===== config.mk =====
export PLATFORM = sky130hd
export DESIGN_NAME = krat_div
export DESIGN_NICKNAME = d
export VERILOG_FILES = /design/src/hdl/krat_pkg.sv /design/src/hdl/krat_div.sv
export SDC_FILE = /design/constraint.sdc
export NUM_CORES = 1
export LEC_CHECK = 0
export ABC_AREA = 0
export BUFFER_PORTS_ARGS = -buffer_cell sky130_fd_sc_hd__buf_2
export CORE_MARGIN = 4
export CORE_UTILIZATION = 50
export DETAILED_ROUTE_END_ITERATION = 16
export PLACE_DENSITY_LB_ADDON = 0.15
export SKIP_CTS_REPAIR_TIMING = 1
export SYNTH_ARGS = -nofsm -noshare
export SYNTH_HDL_FRONTEND = slang
export SYNTH_SLANG_ARGS = --single-unit

===== constraint.sdc =====
create_clock -name clk -period 2.89 [get_ports clk]
set_input_delay 0.1445 -clock clk [delete_from_list [all_inputs] [get_ports clk]]
set_output_delay 0.1445 -clock clk [all_outputs]
set_load 0.05 [all_outputs]

===== src/hdl/krat_pkg.sv =====
// Shared constants, types and codes of the keyed rating average table
`timescale 1ns / 1ps
package krat_pkg;

  localparam int ENTRIES     = 2048;
  localparam int COUNT_BITS  = 20;
  localparam int ID_W        = 11;
  localparam int RATING_W    = 16;
  localparam int COUNT_OUT_W = 20;
  localparam int ADDR_W      = $clog2(ENTRIES);
  localparam int ID_EXT_W    = (ADDR_W > ID_W) ? ADDR_W : ID_W;
  localparam int SUM_W       = RATING_W + COUNT_BITS;
  localparam int QUO_STEPS   = RATING_W;
  localparam int STEP_W      = $clog2(QUO_STEPS + 1);

  localparam logic CMD_ACCUMULATE = 1'b0;
  localparam logic CMD_READ       = 1'b1;

  localparam logic [COUNT_BITS-1:0] COUNT_MAX = '1;

  typedef struct packed {
    logic [COUNT_BITS-1:0] count;
    logic [SUM_W-1:0]      sum;
  } entry_t;

  typedef struct packed {
    logic              en;
    logic [ADDR_W-1:0] addr;
    entry_t            data;
  } store_wr_t;

  typedef struct packed {
    logic                  start;
    logic [SUM_W-1:0]      dividend;
    logic [COUNT_BITS-1:0] divisor;
  } div_req_t;

  typedef struct packed {
    logic                done;
    logic [RATING_W-1:0] quotient;
  } div_stat_t;

endpackage


===== src/hdl/krat_div.sv =====
// Shared restoring divider, one quotient bit per cycle
`timescale 1ns / 1ps
module krat_div
  import krat_pkg::*;
(
  input  logic      clk,
  input  logic      rst,
  input  div_req_t  req,
  output div_stat_t stat
);

  logic                  run;
  logic [STEP_W-1:0]     steps;
  logic [COUNT_BITS-1:0] rem;
  logic [COUNT_BITS-1:0] divisor;
  logic [QUO_STEPS-1:0]  lo;
  logic                  done;

  logic [COUNT_BITS:0]   trial;
  logic [COUNT_BITS+1:0] diff;
  logic                  borrow;

  always_comb begin
    trial  = {rem, lo[QUO_STEPS-1]};
    diff   = {1'b0, trial} - {2'b00, divisor};
    borrow = diff[COUNT_BITS+1];
  end

  always_ff @(posedge clk) begin
    if (rst) begin
      run   <= 1'b0;
      done  <= 1'b0;
      steps <= '0;
    end else begin
      done <= 1'b0;
      if (req.start) begin
        run     <= 1'b1;
        steps   <= STEP_W'(QUO_STEPS);
        rem     <= req.dividend[SUM_W-1:QUO_STEPS];
        lo      <= req.dividend[QUO_STEPS-1:0];
        divisor <= req.divisor;
      end else if (run) begin
        rem   <= borrow ? trial[COUNT_BITS-1:0] : diff[COUNT_BITS-1:0];
        lo    <= {lo[QUO_STEPS-2:0], ~borrow};
        steps <= steps - STEP_W'(1);
        if (steps == STEP_W'(1)) begin
          run  <= 1'b0;
          done <= 1'b1;
        end
      end
    end
  end

  assign stat.done     = done;
  assign stat.quotient = lo;

  a_start_runs: assert property (@(posedge clk) disable iff (rst)
    req.start |=> run && steps == STEP_W'(QUO_STEPS))
    else $error("divider did not load on start");

  a_done_after_last: assert property (@(posedge clk) disable iff (rst)
    $rose(done) |-> $past(run) && $past(steps) == STEP_W'(1))
    else $error("divider finished early");

endmodule


==> results.sh, run 1 <==
export IMPL_fin_worst_skew_ps=12.3
export IMPL_synth_edff_count=56
export IMPL_netlist_instances=327
export IMPL_grt_pass1_wl_um=12800
export IMPL_drt_iter0_drc=111
export IMPL_first_pass_iters=4
export IMPL_hold_violations=0
export IMPL_fin_nets=515
export IMPL_yosysSeqAreaShare_pct=49.7
export IMPL_synth_distinct_cells=54
export IMPL_power_mw=2.67
export IMPL_track_usage_pct=19.0
export IMPL_cp_required_ps=2970
export IMPL_ant_nets=0
export IMPL_viasPerCell=5.31
export IMPL_ff_latch_area_um2=1820
export IMPL_clkTransAtPathRegs_ps=70
export IMPL_fmax_mhz=359
export IMPL_synth_net_count=409
export IMPL_maxSlewViolCount=0
export IMPL_crit_arrival_ps=2870
export IMPL_endpoint_kind="flip-flop"
export IMPL_dieHeight_um=93.6
export IMPL_setup_viol=0
export IMPL_cts_sinks=63
export IMPL_cts_root_buf="clkbuf_8"
export IMPL_outcome="finished, final reports clean"
export IMPL_grt_overflow=0
export IMPL_antennaDiodeCount=0
export IMPL_h_tree_depth=3
export IMPL_synth_top_family_by_area="compound AO/OA/AOI/OAI gates"
export IMPL_min_path_type="in2reg"
export IMPL_dpl_cell_count=494
export IMPL_final_common_cell="buf_2"
export IMPL_synth_xor_area_share_pct=4.07
export IMPL_post_dp_hpwl_um=5820
export IMPL_tightest_slew_ps=574
export IMPL_die_area_um2=8760
export IMPL_wl_per_cell_um=15.3
export IMPL_vdd_ir_drop_max_mv=0.374
export IMPL_insertion_delay_ps=350
export IMPL_syn_area_per_cell_um2=11.2
export IMPL_area_growth_pct=27.0
export IMPL_layout_drive_gt1_share_pct=31.7
export IMPL_drt_wl_total_um=8180
export IMPL_grt_antenna_before_repair=0
export IMPL_die_w_um=93.6
export IMPL_fin_crit_ps=2790
export IMPL_fin_tns_setup_ps=0
export IMPL_cts_inserted_buffers=9
export IMPL_cp_start_kind="flip-flop"
export IMPL_yosys_area_share_adder_pct=8.06
export IMPL_core_area_um2=6940
export IMPL_final_cell_mix="75 x buf_2, 56 x edfxtp_1, 28 x a21oi_1"
export IMPL_maxCapViolations=0
export IMPL_ys_flop_type="edfxtp_1"
export IMPL_yosys_area_share_simple_pct=9.84
export IMPL_fin_crit_sh_pct=96.5
export IMPL_syn_area_um2=3660
export IMPL_place_congestion=0.867
export IMPL_multi_input_area_um2=1710
export IMPL_setup_worst_path_class="reg2reg"
export IMPL_max_slew_margin_pct=61.7
export IMPL_initial_utilization_pct=52.7
export IMPL_ys_ff_latch=63
export IMPL_crit_fanout=2
export IMPL_n_fill_cell=558
export IMPL_leakage_nw=2.00
export IMPL_post_route_drc_count=0
export IMPL_cts_tree="yes"
export IMPL_synth_compound_area_share_pct=14.6
export IMPL_cts_max_path_buffers=2
export IMPL_synthMuxAreaShare_pct=9.05
export IMPL_stdcell_count=534
export IMPL_grt_max_degree=33
export IMPL_rsz0062_at_grt="yes"
export IMPL_p_per_area_nw_per_um2=573
export IMPL_port_buffers=75
export IMPL_via_count=2838
export IMPL_yosysWarnings=0
export IMPL_ios=76
export IMPL_grt_pass1_vias=2772
export IMPL_rows=30
export IMPL_synthArstFlopShare_pct=0
==> cell type report <==
class | instances | share of cell area [%]
clock buffers | 10 | 2.74
clock inverters | 6 | 1.86
inverters | 27 | 2.18
multi-input cells | 223 | 36.8
flip-flops and latches | 63 | 39.2
well taps | 96 | 2.58
repair buffers | 109 | 14.6
==> final timing paths <==
check	start	endpoint	slack [ps]	cells past startpoint
hold reg to reg	steps[1]$_SDFFE_PP0P_	steps[1]$_SDFFE_PP0P_	510	2
setup / recovery	lo[15]$_DFFE_PP_	rem[18]$_DFFE_PP_	100	12
setup reg to reg	lo[15]$_DFFE_PP_	rem[18]$_DFFE_PP_	100	12
hold / removal	req[38]	rem[2]$_DFFE_PP_	90	3
==> flip-flops by register name, summed over array words and instances (netlist names) <==
register,cells
done,1
divisor,20
rem,20
steps,5
lo,16
run,1
==> logic make-up (layout without fill, tap and decap cells) <==
family / after synthesis / in the layout
AO/OA/AOI/OAI: 76 / 76
multiplexers: 31 / 31
flip-flops: 63 / 63
buffers and inverters: 41 / 152
adder cells (fa/ha/maj): 23 / 23
XOR/XNOR: 17 / 17
AND/OR/NAND/NOR: 76 / 76
==> Yosys cell counts, drive strengths merged, types with 5 or more instances <==
cell type	instances	share of area [%]
mux2i	14	3.8
buf	5	0.92
clkbuf	9	0.92
edfxtp	56	46
a21oi	29	4.1
nand2	21	2.2
xor2	7	1.7
inv	26	2.7
ha	22	7.5
dfxtp	7	3.8
a21o	6	1.2
a31oi	6	1.0
o21ai	14	2.2
mux2	17	5.2
xnor2	10	2.4
nor2	29	3.0
==> per-stage QoR <==
stage	instance area, um2	hold WS, ps	setup WS (ps)	utilization (%)
floorplan	3670	243	-97.5	-
global placement	4180	321	166	60.3
detailed placement	4180	323	40.6	60.3
CTS	4400	-53.8	41.2	63.3
global route	4650	74.0	-31.7	67.0
finish	4650	90.7	101	67.0
==> power breakdown <==
part | switching [mW] | total [mW] | internal [mW]
clock network | 0.345 | 0.829 | 0.484
registers | 0.0355 | 1.12 | 1.08
logic | 0.396 | 0.718 | 0.322
==> critical path, cell delays in order (launching register included) <==
cell and delay [ps]:
edfxtp_1 410, inv_2 100, ha_4 130, inv_2 30, fa_2 360, a211oi_4 250, o21ai_2 120, a2111oi_4 380
nor4_2 90, o32a_1 300, xor2_1 140, mux2i_1 130, a21oi_1 80
==> per-layer routing <==
metal	part of all wire [%]	global-route usage, %	vias up	wire (um)
li1	-	-	1416	-
met1	44	23.9	1329	3600
met2	48	30.8	82	3940
met3	6.3	5.87	11	516
met4	1.5	7.10	0	126
met5	0	0	-	0
Note: power is estimated with default switching activity, not from simulation.
==> run 2: changes to the inputs <==
--- a/config.mk
+++ b/config.mk
@@ -7,8 +7,10 @@
 export LEC_CHECK = 0
 export ABC_AREA = 0
 export BUFFER_PORTS_ARGS = -buffer_cell sky130_fd_sc_hd__buf_2
+export CORE_ASPECT_RATIO = 1.2
 export CORE_MARGIN = 4
-export CORE_UTILIZATION = 50
+export CORE_UTILIZATION = 51
+export CTS_CLUSTER_SIZE = 14
 export DETAILED_ROUTE_END_ITERATION = 16
 export PLACE_DENSITY_LB_ADDON = 0.15
 export SKIP_CTS_REPAIR_TIMING = 1
==> constraint.sdc (replaced) <==
create_clock -name clk -period 3.2 [get_ports clk]
set_input_delay 0.16 -clock clk [delete_from_list [all_inputs] [get_ports clk]]
set_output_delay 0.16 -clock clk [all_outputs]
set_load 0.05 [all_outputs]
==> run 2 against run 1 <==
Compared with the run above: sequential cell count is the same; worst hold slack gained 1.9 ps; sequential share of layout area grew 0.82 points; count of clock-buffer cells in the layout grew 1; global-route usage shrank 0.074 points; worst setup slack gained 160 ps; core utilization shrank 0.91 points; first-iteration DRC count shrank 34%; non-clock buffer count shrank 8; largest power group unchanged.
==> results.sh, run 2 (synthesis results as in run 1) <==
export IMPL_p_per_area_nw_per_um2=529
export IMPL_vdd_ir_drop_max_mv=0.324
export IMPL_cp_required_ps=3290
export IMPL_ant_nets=0
export IMPL_min_from="req[38]"
export IMPL_seq_power_share_pct=41.9
export IMPL_final_cell_mix="75 x buf_2, 56 x edfxtp_1, 28 x a21oi_1"
export IMPL_endpoint_kind="flip-flop"
export IMPL_h_tree_depth=3
export IMPL_clkTransAtPathRegs_ps=70
export IMPL_fin_crit_ps=2940
export IMPL_grt_pass1_wl_um=12800
export IMPL_drt_iter0_drc=73
export IMPL_fin_tns_setup_ps=0
export IMPL_fin_worst_skew_ps=6.61
export IMPL_cts_root_buf="clkbuf_8"
export IMPL_track_usage_pct=18.9
export IMPL_crit_slowest_cell="fa_1"
export IMPL_crit_fanout=3
export IMPL_rrSetupSlack_ps=260
export IMPL_r2r_cells=12
export IMPL_hold_violations=0
export IMPL_layout_drive_gt1_share_pct=29.1
export IMPL_p_clk_share_pct=32.6
export IMPL_setup_viol=0
export IMPL_cts_inserted_buffers=9
export IMPL_leakage_nw=1.97
export IMPL_worst_slack_ps=257
export IMPL_insertion_delay_ps=350
export IMPL_core_area_um2=6900
export IMPL_viasPerCell=5.44
export IMPL_pre_cts_ws_ps=212
export IMPL_die_w_um=85.4
export IMPL_drt_wl_total_um=7850
export IMPL_n_fill_cell=556
export IMPL_internal_power_mw=1.71
export IMPL_fin_nets=507
export IMPL_die_area_um2=8610
export IMPL_min_to="rem[2]$_DFFE_PP_"
export IMPL_crit_arrival_ps=3030
export IMPL_rsz0062_at_grt="no"
export IMPL_maxSlewViolCount=0
export IMPL_combPwrFrac_pct=25.5
export IMPL_min_path_type="in2reg"
export IMPL_min_path_cells=3
export IMPL_post_route_drc_count=0
export IMPL_dieHeight_um=101
export IMPL_port_buffers=75
export IMPL_rows=33
export IMPL_cts_tree="yes"
export IMPL_area_growth_pct=24.4
export IMPL_slowest_delay_ps=430
export IMPL_crit_top_cell="inv_1"
export IMPL_via_count=2811
export IMPL_ios=76
export IMPL_fmax_mhz=340
export IMPL_cts_sinks=63
export IMPL_grt_max_degree=33
export IMPL_holdWs_ps=92.7
export IMPL_dpl_cell_count=481
export IMPL_stdcell_count=517
export IMPL_grt_antenna_before_repair=0
export IMPL_first_pass_iters=4
export IMPL_path_delay_family="compound AO/OA/AOI/OAI gates"
export IMPL_wl_per_cell_um=15.2
export IMPL_reg_top3="divisor (20), rem (20), lo (16)"
export IMPL_setup_worst_path_class="reg2reg"
export IMPL_fin_area_um2=4560
export IMPL_r2r_end="rem[18]$_DFFE_PP_"
export IMPL_outcome="finished, final reports clean"
export IMPL_cts_max_path_buffers=2
export IMPL_final_common_cell="buf_2"
export IMPL_tightest_slew_ps=671
export IMPL_grt_pass1_vias=2784
export IMPL_grt_overflow=0
export IMPL_fin_util_pct=66.1
export IMPL_path_cells="inv_1, ha_1, inv_1, fa_1, a211oi_2, o21ai_1, a2111oi_4, nor4_1, o32a_1, xor2_1, mux2i_1, a21oi_1"
export IMPL_initial_utilization_pct=53.1
export IMPL_post_dp_hpwl_um=5570
export IMPL_cp_start_kind="flip-flop"
export IMPL_power_mw=2.41
export IMPL_switchingPower_mw=0.701
export IMPL_maxCapViolations=0
export IMPL_place_congestion=0.870
export IMPL_reg2reg_from="lo[15]$_DFFE_PP_"
export IMPL_fin_crit_sh_pct=92.0
export IMPL_antennaDiodeCount=0
export IMPL_max_slew_margin_pct=55.2
export IMPL_path_buf_inv=2
export IMPL_postPlaceCellArea_um2=4130
export IMPL_p_sw_share_pct=29.1
==> run 2: cell type report <==
cell class	count	area, um2	area share [%]
clock buffers	11	141	3.10
flip-flops and latches	63	1820	40.0
inverters	27	101	2.22
clock inverters	5	81.3	1.78
repair buffers	101	621	13.6
well taps	87	109	2.39
multi-input cells	223	1680	36.9
==> run 2: layer usage <==
metal / track usage (%) / wire length (um) / up-vias / share of wire, %
met1: 22.8 / 3390 / 1311 / 43
met3: 5.48 / 474 / 14 / 6.0
met5: 0 / 0 / - / 0
met2: 31.9 / 3850 / 86 / 49
met4: 7.43 / 143 / 0 / 1.8
li1: - / - / 1400 / -
==> run 2: worst max path at each step <==
stage                                 from                end  cells past startpoint
final                     lo[15]$_DFFE_PP_  rem[18]$_DFFE_PP_                     12
after global routing      lo[15]$_DFFE_PP_  rem[18]$_DFFE_PP_                     12
after CTS                 lo[15]$_DFFE_PP_  rem[18]$_DFFE_PP_                     12
after detailed placement  lo[15]$_DFFE_PP_  rem[18]$_DFFE_PP_                     12
after global placement    lo[15]$_DFFE_PP_  rem[18]$_DFFE_PP_                     12
after floorplan           lo[15]$_DFFE_PP_  rem[18]$_DFFE_PP_                     12
==> run 2: power by group through the flow <==
stage,clock [mW],combinational (mW),sequential [mW]
after global placement,0,0.587,1.03
after global routing,0.841,0.683,1.02
after floorplan,0,0.415,1.07
after CTS,0.804,0.599,1.01
after detailed placement,0,0.594,1.03
final,0.787,0.615,1.01
==> run 2: worst reg2reg max path: cells and delay by family (launching register included) <==
kind | cells | cell delay, ps
buf+inv | 2 | 150
simple gates | 1 | 90
mux | 1 | 130
fa+ha+maj | 2 | 600
flops | 1 | 380
xor+xnor | 1 | 140
compound gates | 5 | 1200
